**config.mk**
```make
export PLATFORM = sky130hd
export DESIGN_NAME = accel_delta_threshold_reporter_flat
export DESIGN_NICKNAME = d
export VERILOG_FILES = /design/src/adtr_pkg.sv /design/src/adtr_ifs.sv /design/src/adtr_cfg.sv /design/src/adtr_core.sv /design/src/accel_delta_threshold_reporter.sv /design/src/flat_wrapper.sv
export SDC_FILE = /design/constraint.sdc
export NUM_CORES = 2
export LEC_CHECK = 0
export ABC_CLOCK_PERIOD_IN_PS = 6580
export BUFFER_PORTS_ARGS = -buffer_cell sky130_fd_sc_hd__buf_2
export CELL_PAD_IN_SITES_DETAIL_PLACEMENT = 0
export CELL_PAD_IN_SITES_GLOBAL_PLACEMENT = 1
export CORE_MARGIN = 2
export CORE_UTILIZATION = 39
export CTS_CLUSTER_SIZE = 16
export DETAILED_ROUTE_END_ITERATION = 10
export MAX_ROUTING_LAYER = met4
export PLACE_DENSITY = 0.69
export SYNTH_ARGS = -nofsm -noshare
export SYNTH_HDL_FRONTEND = slang
export SYNTH_HIERARCHICAL = 1
export SYNTH_SLANG_ARGS = --single-unit
```
**constraint.sdc**
```tcl
create_clock -name clk -period 6.58 [get_ports clk]
set_input_delay 0.329 -clock clk [delete_from_list [all_inputs] [get_ports clk]]
set_output_delay 0.329 -clock clk [all_outputs]
set_load 0.05 [all_outputs]
```
**src/adtr_pkg.sv**
```systemverilog
// ----------------------------------------------------------------------------
// adtr_pkg
// shared widths, register indexes, reset values and the settings bundle
// ----------------------------------------------------------------------------
`default_nettype none

package adtr_pkg;

    localparam int WORD_W     = 16;
    localparam int TIME_W     = 63;
    localparam int THR_W      = 14;
    localparam int INTERVAL_W = 10;
    localparam int BATCH_W    = 6;
    localparam int STEP_W     = 24;
    localparam int TICK_W     = 14;
    localparam int CFG_DATA_W = 14;
    localparam int CFG_IDX_W  = 3;

    localparam int TICKS_PER_MS = 10000;

    localparam logic [CFG_IDX_W-1:0] REG_THRESHOLD_X = 3'd0;
    localparam logic [CFG_IDX_W-1:0] REG_THRESHOLD_Y = 3'd1;
    localparam logic [CFG_IDX_W-1:0] REG_THRESHOLD_Z = 3'd2;
    localparam logic [CFG_IDX_W-1:0] REG_INTERVAL_MS = 3'd3;
    localparam logic [CFG_IDX_W-1:0] REG_BATCH_SIZE  = 3'd4;

    localparam int THRESHOLD_RESET = 205;
    localparam int INTERVAL_RESET  = 10;
    localparam int BATCH_RESET     = 1;

    // settings as seen by the datapath
    typedef struct packed {
        logic [THR_W-1:0]  thr_x;
        logic [THR_W-1:0]  thr_y;
        logic [THR_W-1:0]  thr_z;
        logic [STEP_W-1:0] step;
        logic [TIME_W-1:0] offset;
    } cfg_t;

endpackage

`default_nettype wire

```
**src/adtr_ifs.sv**
```systemverilog
// ----------------------------------------------------------------------------
// adtr channel interfaces
// valid/ready channels for incoming samples and outgoing reports
// ----------------------------------------------------------------------------
`default_nettype none

interface adtr_sample_if;
    logic                          valid;
    logic                          ready;
    logic [adtr_pkg::WORD_W-1:0]   x_word;
    logic [adtr_pkg::WORD_W-1:0]   y_word;
    logic [adtr_pkg::WORD_W-1:0]   z_word;
    logic                          batch_start;
    logic [adtr_pkg::TIME_W-1:0]   read_time;

    modport source (
        output valid, x_word, y_word, z_word, batch_start, read_time,
        input  ready
    );
    modport sink (
        input  valid, x_word, y_word, z_word, batch_start, read_time,
        output ready
    );
endinterface

interface adtr_report_if #(
    parameter int SAMPLE_BITS = 14
);
    logic                          valid;
    logic                          ready;
    logic signed [SAMPLE_BITS-1:0] accel_x;
    logic signed [SAMPLE_BITS-1:0] accel_y;
    logic signed [SAMPLE_BITS-1:0] accel_z;
    logic [adtr_pkg::TIME_W-1:0]   sample_time;

    modport source (
        output valid, accel_x, accel_y, accel_z, sample_time,
        input  ready
    );
    modport sink (
        input  valid, accel_x, accel_y, accel_z, sample_time,
        output ready
    );
endinterface

`default_nettype wire

```
**src/adtr_cfg.sv**
```systemverilog
// ----------------------------------------------------------------------------
// adtr_cfg
// setting registers plus the derived timestamp step and batch back-offset
// ----------------------------------------------------------------------------
`default_nettype none

module adtr_cfg #(
    parameter int MAX_BATCH = 32
) (
    input  wire                                clk,
    input  wire                                rst_n,
    input  wire                                cfg_write_en,
    input  wire  [adtr_pkg::CFG_IDX_W-1:0]     cfg_index,
    input  wire  [adtr_pkg::CFG_DATA_W-1:0]    cfg_data,
    output adtr_pkg::cfg_t                     cfg
);

    localparam int NM1_W   = (MAX_BATCH > 1) ? $clog2(MAX_BATCH) : 1;
    localparam int UNITS_W = adtr_pkg::INTERVAL_W + NM1_W;
    localparam int OFF_W   = UNITS_W + adtr_pkg::TICK_W;

    logic [adtr_pkg::THR_W-1:0]      thr_x_reg;
    logic [adtr_pkg::THR_W-1:0]      thr_y_reg;
    logic [adtr_pkg::THR_W-1:0]      thr_z_reg;
    logic [adtr_pkg::INTERVAL_W-1:0] interval_reg;
    logic [adtr_pkg::BATCH_W-1:0]    batch_reg;
    logic [adtr_pkg::STEP_W-1:0]     step_reg;
    logic [UNITS_W-1:0]              units_reg;
    logic [adtr_pkg::TIME_W-1:0]     offset_reg;
    logic [adtr_pkg::INTERVAL_W-1:0] wr_interval;
    logic [adtr_pkg::BATCH_W-1:0]    wr_batch;

    // samples before the newest one in a batch, zero size read as one, sizes above MAX_BATCH read as MAX_BATCH
    function automatic logic [NM1_W-1:0] batch_back(input logic [adtr_pkg::BATCH_W-1:0] n);
        if (n == '0)
        begin
            return '0;
        end
        else if (32'(n) > 32'(MAX_BATCH))
        begin
            return NM1_W'(MAX_BATCH - 1);
        end
        else
        begin
            return NM1_W'(n - 1'b1);
        end
    endfunction

    assign wr_interval = cfg_data[adtr_pkg::INTERVAL_W-1:0];
    assign wr_batch    = cfg_data[adtr_pkg::BATCH_W-1:0];

    always_ff @(posedge clk or negedge rst_n)
    begin
        if (!rst_n)
        begin
            thr_x_reg    <= adtr_pkg::THR_W'(adtr_pkg::THRESHOLD_RESET);
            thr_y_reg    <= adtr_pkg::THR_W'(adtr_pkg::THRESHOLD_RESET);
            thr_z_reg    <= adtr_pkg::THR_W'(adtr_pkg::THRESHOLD_RESET);
            interval_reg <= adtr_pkg::INTERVAL_W'(adtr_pkg::INTERVAL_RESET);
            batch_reg    <= adtr_pkg::BATCH_W'(adtr_pkg::BATCH_RESET);
            step_reg     <= adtr_pkg::STEP_W'(adtr_pkg::INTERVAL_RESET
                                              * adtr_pkg::TICKS_PER_MS);
            units_reg    <= UNITS_W'(adtr_pkg::INTERVAL_RESET
                                     * (adtr_pkg::BATCH_RESET - 1));
            offset_reg   <= '0;
        end
        else
        begin
            if (cfg_write_en)
            begin
                unique case (cfg_index)
                    adtr_pkg::REG_THRESHOLD_X: thr_x_reg <= cfg_data[adtr_pkg::THR_W-1:0];
                    adtr_pkg::REG_THRESHOLD_Y: thr_y_reg <= cfg_data[adtr_pkg::THR_W-1:0];
                    adtr_pkg::REG_THRESHOLD_Z: thr_z_reg <= cfg_data[adtr_pkg::THR_W-1:0];
                    adtr_pkg::REG_INTERVAL_MS:
                    begin
                        interval_reg <= wr_interval;
                        step_reg     <= adtr_pkg::STEP_W'(wr_interval)
                                        * adtr_pkg::STEP_W'(adtr_pkg::TICKS_PER_MS);
                        units_reg    <= UNITS_W'(wr_interval)
                                        * UNITS_W'(batch_back(batch_reg));
                    end
                    adtr_pkg::REG_BATCH_SIZE:
                    begin
                        batch_reg <= wr_batch;
                        units_reg <= UNITS_W'(interval_reg)
                                     * UNITS_W'(batch_back(wr_batch));
                    end
                    default:
                    begin
                    end
                endcase
            end
            // a write updates units_reg, and the back-offset is registered from units_reg
            offset_reg <= adtr_pkg::TIME_W'(OFF_W'(units_reg)
                                            * OFF_W'(adtr_pkg::TICKS_PER_MS));
        end
    end

    always_comb
    begin
        cfg.thr_x  = thr_x_reg;
        cfg.thr_y  = thr_y_reg;
        cfg.thr_z  = thr_z_reg;
        cfg.step   = step_reg;
        cfg.offset = offset_reg;
    end

endmodule

`default_nettype wire

```
**src/adtr_core.sv**
```systemverilog
// ----------------------------------------------------------------------------
// adtr_core
// input register, delta test and timestamp logic, report output register
// ----------------------------------------------------------------------------
`default_nettype none

module adtr_core #(
    parameter int SAMPLE_BITS = 14
) (
    input  wire                 clk,
    input  wire                 rst_n,
    input  wire adtr_pkg::cfg_t cfg,
    adtr_sample_if.sink         samples,
    adtr_report_if.source       reports
);

    localparam int CMP_W = (SAMPLE_BITS + 1 > adtr_pkg::THR_W) ? SAMPLE_BITS + 1
                                                                : adtr_pkg::THR_W;

    typedef logic signed [SAMPLE_BITS-1:0] count_t;

    // input stage
    logic                        s1_valid_reg;
    count_t                      s1_x_reg;
    count_t                      s1_y_reg;
    count_t                      s1_z_reg;
    logic                        s1_batch_reg;
    logic [adtr_pkg::TIME_W-1:0] s1_time_reg;

    // running state
    count_t                      last_x_reg;
    count_t                      last_y_reg;
    count_t                      last_z_reg;
    logic                        first_reg;
    logic [adtr_pkg::TIME_W-1:0] next_time_reg;

    // result stage
    logic                        out_valid_reg;
    count_t                      out_x_reg;
    count_t                      out_y_reg;
    count_t                      out_z_reg;
    logic [adtr_pkg::TIME_W-1:0] out_time_reg;

    logic                        accept;
    logic                        report;
    logic                        out_free;
    logic                        advance;
    logic [adtr_pkg::TIME_W-1:0] step_ext;
    logic [adtr_pkg::TIME_W-1:0] item_time;
    logic [adtr_pkg::TIME_W-1:0] next_time_next;

    function automatic count_t count_of(input logic [adtr_pkg::WORD_W-1:0] word);
        return $signed(word[adtr_pkg::WORD_W-1 -: SAMPLE_BITS]);
    endfunction

    function automatic logic moved(input count_t now_v, input count_t last_v,
                                   input logic [adtr_pkg::THR_W-1:0] thr);
        logic signed [SAMPLE_BITS:0] d;
        logic [SAMPLE_BITS:0]        mag;
        d   = {now_v[SAMPLE_BITS-1], now_v} - {last_v[SAMPLE_BITS-1], last_v};
        mag = d[SAMPLE_BITS] ? $unsigned(-d) : $unsigned(d);
        return CMP_W'(mag) >= CMP_W'(thr);
    endfunction

    assign accept   = samples.valid && samples.ready;
    assign out_free = !out_valid_reg || reports.ready;
    assign step_ext = adtr_pkg::TIME_W'(cfg.step);

    always_comb
    begin
        report = first_reg
              || moved(s1_x_reg, last_x_reg, cfg.thr_x)
              || moved(s1_y_reg, last_y_reg, cfg.thr_y)
              || moved(s1_z_reg, last_z_reg, cfg.thr_z);
        advance = s1_valid_reg && (!report || out_free);
        // both time values are computed from registered inputs
        if (s1_batch_reg)
        begin
            item_time      = s1_time_reg - cfg.offset;
            next_time_next = s1_time_reg + step_ext - cfg.offset;
        end
        else
        begin
            item_time      = next_time_reg;
            next_time_next = next_time_reg + step_ext;
        end
    end

    assign samples.ready = !s1_valid_reg || advance;

    always_ff @(posedge clk or negedge rst_n)
    begin
        if (!rst_n)
        begin
            s1_valid_reg  <= 1'b0;
            out_valid_reg <= 1'b0;
            first_reg     <= 1'b1;
            last_x_reg    <= '0;
            last_y_reg    <= '0;
            last_z_reg    <= '0;
            next_time_reg <= '0;
        end
        else
        begin
            if (accept)
            begin
                s1_valid_reg <= 1'b1;
            end
            else if (advance)
            begin
                s1_valid_reg <= 1'b0;
            end

            if (advance)
            begin
                next_time_reg <= next_time_next;
                if (report)
                begin
                    first_reg  <= 1'b0;
                    last_x_reg <= s1_x_reg;
                    last_y_reg <= s1_y_reg;
                    last_z_reg <= s1_z_reg;
                end
            end

            if (advance && report)
            begin
                out_valid_reg <= 1'b1;
            end
            else if (reports.ready)
            begin
                out_valid_reg <= 1'b0;
            end
        end
    end

    always_ff @(posedge clk)
    begin
        if (accept)
        begin
            s1_x_reg     <= count_of(samples.x_word);
            s1_y_reg     <= count_of(samples.y_word);
            s1_z_reg     <= count_of(samples.z_word);
            s1_batch_reg <= samples.batch_start;
            s1_time_reg  <= samples.read_time;
        end
        if (advance && report)
        begin
            out_x_reg    <= s1_x_reg;
            out_y_reg    <= s1_y_reg;
            out_z_reg    <= s1_z_reg;
            out_time_reg <= item_time;
        end
    end

    assign reports.valid       = out_valid_reg;
    assign reports.accel_x     = out_x_reg;
    assign reports.accel_y     = out_y_reg;
    assign reports.accel_z     = out_z_reg;
    assign reports.sample_time = out_time_reg;

endmodule

`default_nettype wire

```
**src/accel_delta_threshold_reporter.sv**
```systemverilog
// ----------------------------------------------------------------------------
// accel_delta_threshold_reporter: send-on-delta accelerometer report filter
// a sample word is registered in the input stage, its report then in the report output register
// throughput: one sample word per cycle unless a report waits on a stalled output, set by the single compare/time stage
// reset: settings to defaults, first sample after reset always reported
// ----------------------------------------------------------------------------
`default_nettype none

module accel_delta_threshold_reporter #(
    parameter int SAMPLE_BITS = 14,
    parameter int MAX_BATCH   = 32
) (
    input  wire                              clk,
    input  wire                              rst_n,
    input  wire                              cfg_write_en,
    input  wire  [adtr_pkg::CFG_IDX_W-1:0]   cfg_index,
    input  wire  [adtr_pkg::CFG_DATA_W-1:0]  cfg_data,
    adtr_sample_if.sink                      samples,
    adtr_report_if.source                    reports
);

    adtr_pkg::cfg_t cfg;

    adtr_cfg #(
        .MAX_BATCH (MAX_BATCH)
    ) u_cfg (
        .clk          (clk),
        .rst_n        (rst_n),
        .cfg_write_en (cfg_write_en),
        .cfg_index    (cfg_index),
        .cfg_data     (cfg_data),
        .cfg          (cfg)
    );

    adtr_core #(
        .SAMPLE_BITS (SAMPLE_BITS)
    ) u_core (
        .clk     (clk),
        .rst_n   (rst_n),
        .cfg     (cfg),
        .samples (samples),
        .reports (reports)
    );

endmodule

`default_nettype wire

```
**src/flat_wrapper.sv**
```systemverilog
// flat-port wrapper written by rule: the top's interface ports become plain ports
module accel_delta_threshold_reporter_flat 
#(
    parameter int SAMPLE_BITS = 14,
    parameter int MAX_BATCH   = 32
)
  (clk, rst_n, cfg_write_en, cfg_index, cfg_data, samples_valid, samples_x_word, samples_y_word, samples_z_word, samples_batch_start, samples_read_time, samples_ready, reports_valid, reports_accel_x, reports_accel_y, reports_accel_z, reports_sample_time, reports_ready);
  adtr_sample_if samples_i ();
  adtr_report_if #(.SAMPLE_BITS(SAMPLE_BITS)) reports_i ();
  input  wire clk;
  input  wire rst_n;
  input  wire cfg_write_en;
  input  wire  [adtr_pkg::CFG_IDX_W-1:0] cfg_index;
  input  wire  [adtr_pkg::CFG_DATA_W-1:0] cfg_data;
  input wire logic [$bits(samples_i.valid)-1:0] samples_valid;
  input wire logic [$bits(samples_i.x_word)-1:0] samples_x_word;
  input wire logic [$bits(samples_i.y_word)-1:0] samples_y_word;
  input wire logic [$bits(samples_i.z_word)-1:0] samples_z_word;
  input wire logic [$bits(samples_i.batch_start)-1:0] samples_batch_start;
  input wire logic [$bits(samples_i.read_time)-1:0] samples_read_time;
  output wire logic [$bits(samples_i.ready)-1:0] samples_ready;
  output wire logic [$bits(reports_i.valid)-1:0] reports_valid;
  output wire logic [$bits(reports_i.accel_x)-1:0] reports_accel_x;
  output wire logic [$bits(reports_i.accel_y)-1:0] reports_accel_y;
  output wire logic [$bits(reports_i.accel_z)-1:0] reports_accel_z;
  output wire logic [$bits(reports_i.sample_time)-1:0] reports_sample_time;
  input wire logic [$bits(reports_i.ready)-1:0] reports_ready;
  assign samples_i.valid = samples_valid;
  assign samples_i.x_word = samples_x_word;
  assign samples_i.y_word = samples_y_word;
  assign samples_i.z_word = samples_z_word;
  assign samples_i.batch_start = samples_batch_start;
  assign samples_i.read_time = samples_read_time;
  assign samples_ready = samples_i.ready;
  assign reports_valid = reports_i.valid;
  assign reports_accel_x = reports_i.accel_x;
  assign reports_accel_y = reports_i.accel_y;
  assign reports_accel_z = reports_i.accel_z;
  assign reports_sample_time = reports_i.sample_time;
  assign reports_i.ready = reports_ready;
  accel_delta_threshold_reporter #(.SAMPLE_BITS(SAMPLE_BITS), .MAX_BATCH(MAX_BATCH)) u_core (.clk(clk), .rst_n(rst_n), .cfg_write_en(cfg_write_en), .cfg_index(cfg_index), .cfg_data(cfg_data), .samples(samples_i), .reports(reports_i));
endmodule
```
==> results.cfg <==
[timing]
tightest_slew_ns = 1.04
hold_slack_ns = 0.113
slew_headroom_pct = 29.4
fin_worst_skew_ns = 0.0300
fmax_mhz = 161
period_share_pct = 94.2
fin_crit_ns = 6.20
timing.final.max_slew_violations = 0
hold_violations = 0
setup_violations = 0

[route]
post_drt_wl_per_cell_um = 17.7
drtPass1Iterations = 5
vias = 28800
routed_wl_mm = 100
drc_errors = 0
drt_first_iter_violations = 1492
ant_nets = 0
via_per_inst = 5.06

[place]
io_buffers = 234
place_area_sq_mm = 0.0404
gp_congestion = 0.882
dpl.hpwl_mm = 77.7

[worst_setup_path]
cp-end-kind = output port
critPathLaunchType = register
worstSetupPathType = register to output port
slowest_stage = edfxtp_1
critPathMaxFanout = 7
cp_cell_sequence = ha_1 -> o21a_1 -> o31a_1 -> o41ai_4 -> mux2_1 -> a211oi_2 -> nor2_2 -> nand2_1 -> nor2_1 -> a31oi_1 -> xnor2_1 -> ha_1 -> or4_1 -> a21oi_2 -> o2111ai_1 -> a211oi_2 -> o2111a_1 -> nand2_2 -> o21ai_2 -> or2_2 -> clkbuf_4
cp_data_arrival_time_ns = 5.87
worstPathRequired_ns = 6.25
slowest_delay_ns = 0.48

[synthesis]
ys_seq_area_share_pct = 31.6
ys_ff_latch = 433
synth_area_leaders = edfxtp_1 17%, ha_1 14%, dfrtp_1 13%
syn_area_per_cell_sq_um = 9.43
syn-cell-area_sq_mm = 0.0377
synth_fa_ha_area_share_pct = 22.2
synth-async-reset-ratio_pct = 51.3
synth_warnings = 6
yosys.area.top_type = edfxtp_1
synth_xor_area_share_pct = 5.83
synth-simple-area-share_pct = 12.1
synth_top_area_share_pct = 16.8
netlist_instances = 4001
synth_compound_area_share_pct = 16.1
dominantRegCellSynth = edfxtp_1
synth_cell_types = 97
synth_mux_area_share_pct = 4.08
synth_edf_count = 211
synth_top_family_by_area = adder cells

[status]
status = finished clean

[finish]
register_area_sq_mm = 0.0119
fill_cells = 9432
layout-drive-gt1-share_pct = 13.8
multi_input_area_sq_mm = 0.0230
fin_nets = 5061
fin_util_pct = 45.1
area_growth_pct = 15.1
design_area_sq_mm = 0.0434

[clock_tree]
clock_path_buffers = 3
path_clk_slew_ns = 0.06
clock_latency_ns = 0.67
cts_setup_buffers = 0
htreeDepth = 2
clock-root-buffer = clkbuf_16
numCtsBuffers = 55
tritoncts = done
cts_sinks = 433

[floorplan]
fp.coreArea_sq_mm = 0.0963
die-area_sq_mm = 0.0993
die_h_um = 315
ioPinCount = 241
start_util_pct = 39.2
num_rows = 114
dieWidth_um = 315

[min_path]
hold_class = input port to register

[global_routing]
grt_max_degree = 129
overflow = 0
antenna_found_initial = 10
grt_usage_pct = 20.9
grt_pass1_wl_mm = 158
grt_pass1_vias = 28500

[flow_run]
maxCapViolations = 0
[layer usage]
layer	vias up	GRT usage (%)	part of all wire, %
met3	105	3.49	4.4
met2	456	33.9	47
met1	13800	27.3	46
met5	-	-	0
li1	14400	-	-
met4	0	4.83	2.2
[cell type report]
cell class / instances / share of cell area, %
antenna: 10 / 0.0576
clock buffer: 71 / 3.35
clock inverter: 33 / 0.948
inverter: 619 / 5.36
multi-input combinational: 2861 / 52.9
sequential: 433 / 27.4
tap: 1276 / 3.68
timing repair buffer: 385 / 6.21
[worst paths after layout]
path / cells past startpoint / to / from / slack, ns
setup / recovery: 21 / samples_ready / u_core/u_core/s1_z_reg[2]$_DFFE_PP_ / 0.38
hold / removal: 3 / u_core/u_cfg/interval_reg[7]$_DFFE_PN0P_ / cfg_data[7] / 0.11
setup reg to reg: 22 / u_core/u_core/reports.sample_time[10]$_DFFE_PP_ / u_core/u_core/s1_z_reg[2]$_DFFE_PP_ / 0.51
hold reg to reg: 0 / u_core/u_core/reports.accel_z[0]$_DFFE_PP_ / u_core/u_core/s1_z_reg[0]$_DFFE_PP_ / 0.44
max in group asynchronous: 3 / u_core/u_cfg/step_reg[22]$_DFFE_PN0P_ / rst_n / 5.03
min in group asynchronous: 2 / u_core/u_core/last_x_reg[11]$_DFFE_PN0P_ / rst_n / 0.23
[critical path: cells and delay by family, from the launching register on]
family / cells / cell delay [ns]
compound gates: 10 / 2.47
simple gates: 6 / 0.90
fa+ha+maj: 2 / 0.63
flops: 1 / 0.48
mux: 1 / 0.39
buf+inv: 1 / 0.23
xor+xnor: 1 / 0.11
[through the flow]
| stage | setup TNS (ns) | setup slack [ns] | std cells |
|---|---|---|---|
| CTS | 0 | 0.0284 | 5678 |
| global placement | 0 | 0.352 | 5462 |
| finish | 0 | 0.382 | 5688 |
| floorplan | 0 | 0.0506 | 4042 |
| detailed placement | 0 | 0.297 | 5462 |
| global route | -0.00944 | -0.00944 | 5688 |
[synthesized netlist by cell type (all sizes together) (21+ instances only)]
library cell,n
nand4,24
ha,409
and3,33
fa,163
a21oi,266
clkbuf,48
nor3,51
o21bai,35
o21ai,234
o21a,30
dfstp,23
edfxtp,211
nand2,293
nand2b,43
a221oi,21
xnor2,167
a211oi,34
mux2,125
buf,81
a21o,68
xor2,84
a31oi,50
nor2b,33
o211ai,23
dfrtp,199
nor2,226
and2,87
inv,619
nand3,72
[cells by family (layout without fill, tap and decap cells)]
family / count (synthesis) / in the layout
fa+ha+maj: 572 / 572
flops: 433 / 433
buf+inv: 748 / 1108
xor+xnor: 251 / 251
mux: 137 / 137
simple gates: 942 / 942
other cells: 1 / 52
compound gates: 917 / 917
[cells in the final DEF (no fill, tap or decap), drive strengths merged, types with 17 or more instances in the layout]
master	count
a21o	68
nand3	72
nand4	24
and2	87
buf	272
and3	33
a21oi	266
ha	409
nand2	293
nor2	226
nand2b	43
fa	163
nor2b	33
edfxtp	211
a211oi	34
dfrtp	199
conb	42
clkbuf	72
inv	620
xor2	84
o31ai	17
a221oi	21
a31oi	50
o21bai	35
dlygate4sd3	112
xnor2	167
o21a	30
o21ai	234
mux2	125
o211ai	23
clkinv	21
nor3	51
dfstp	23
[timing repair]
item	4_1_cts	5_1_grt
hold buffers	112	0
hold endpoints to repair	206	0
resized for setup	1	8
pin swaps	0	1
setup endpoints to repair	1	139
Power is left out: the tool's default activity adds up to more than one toggle a clock period on the data nets, which glitch-free logic cannot reach.
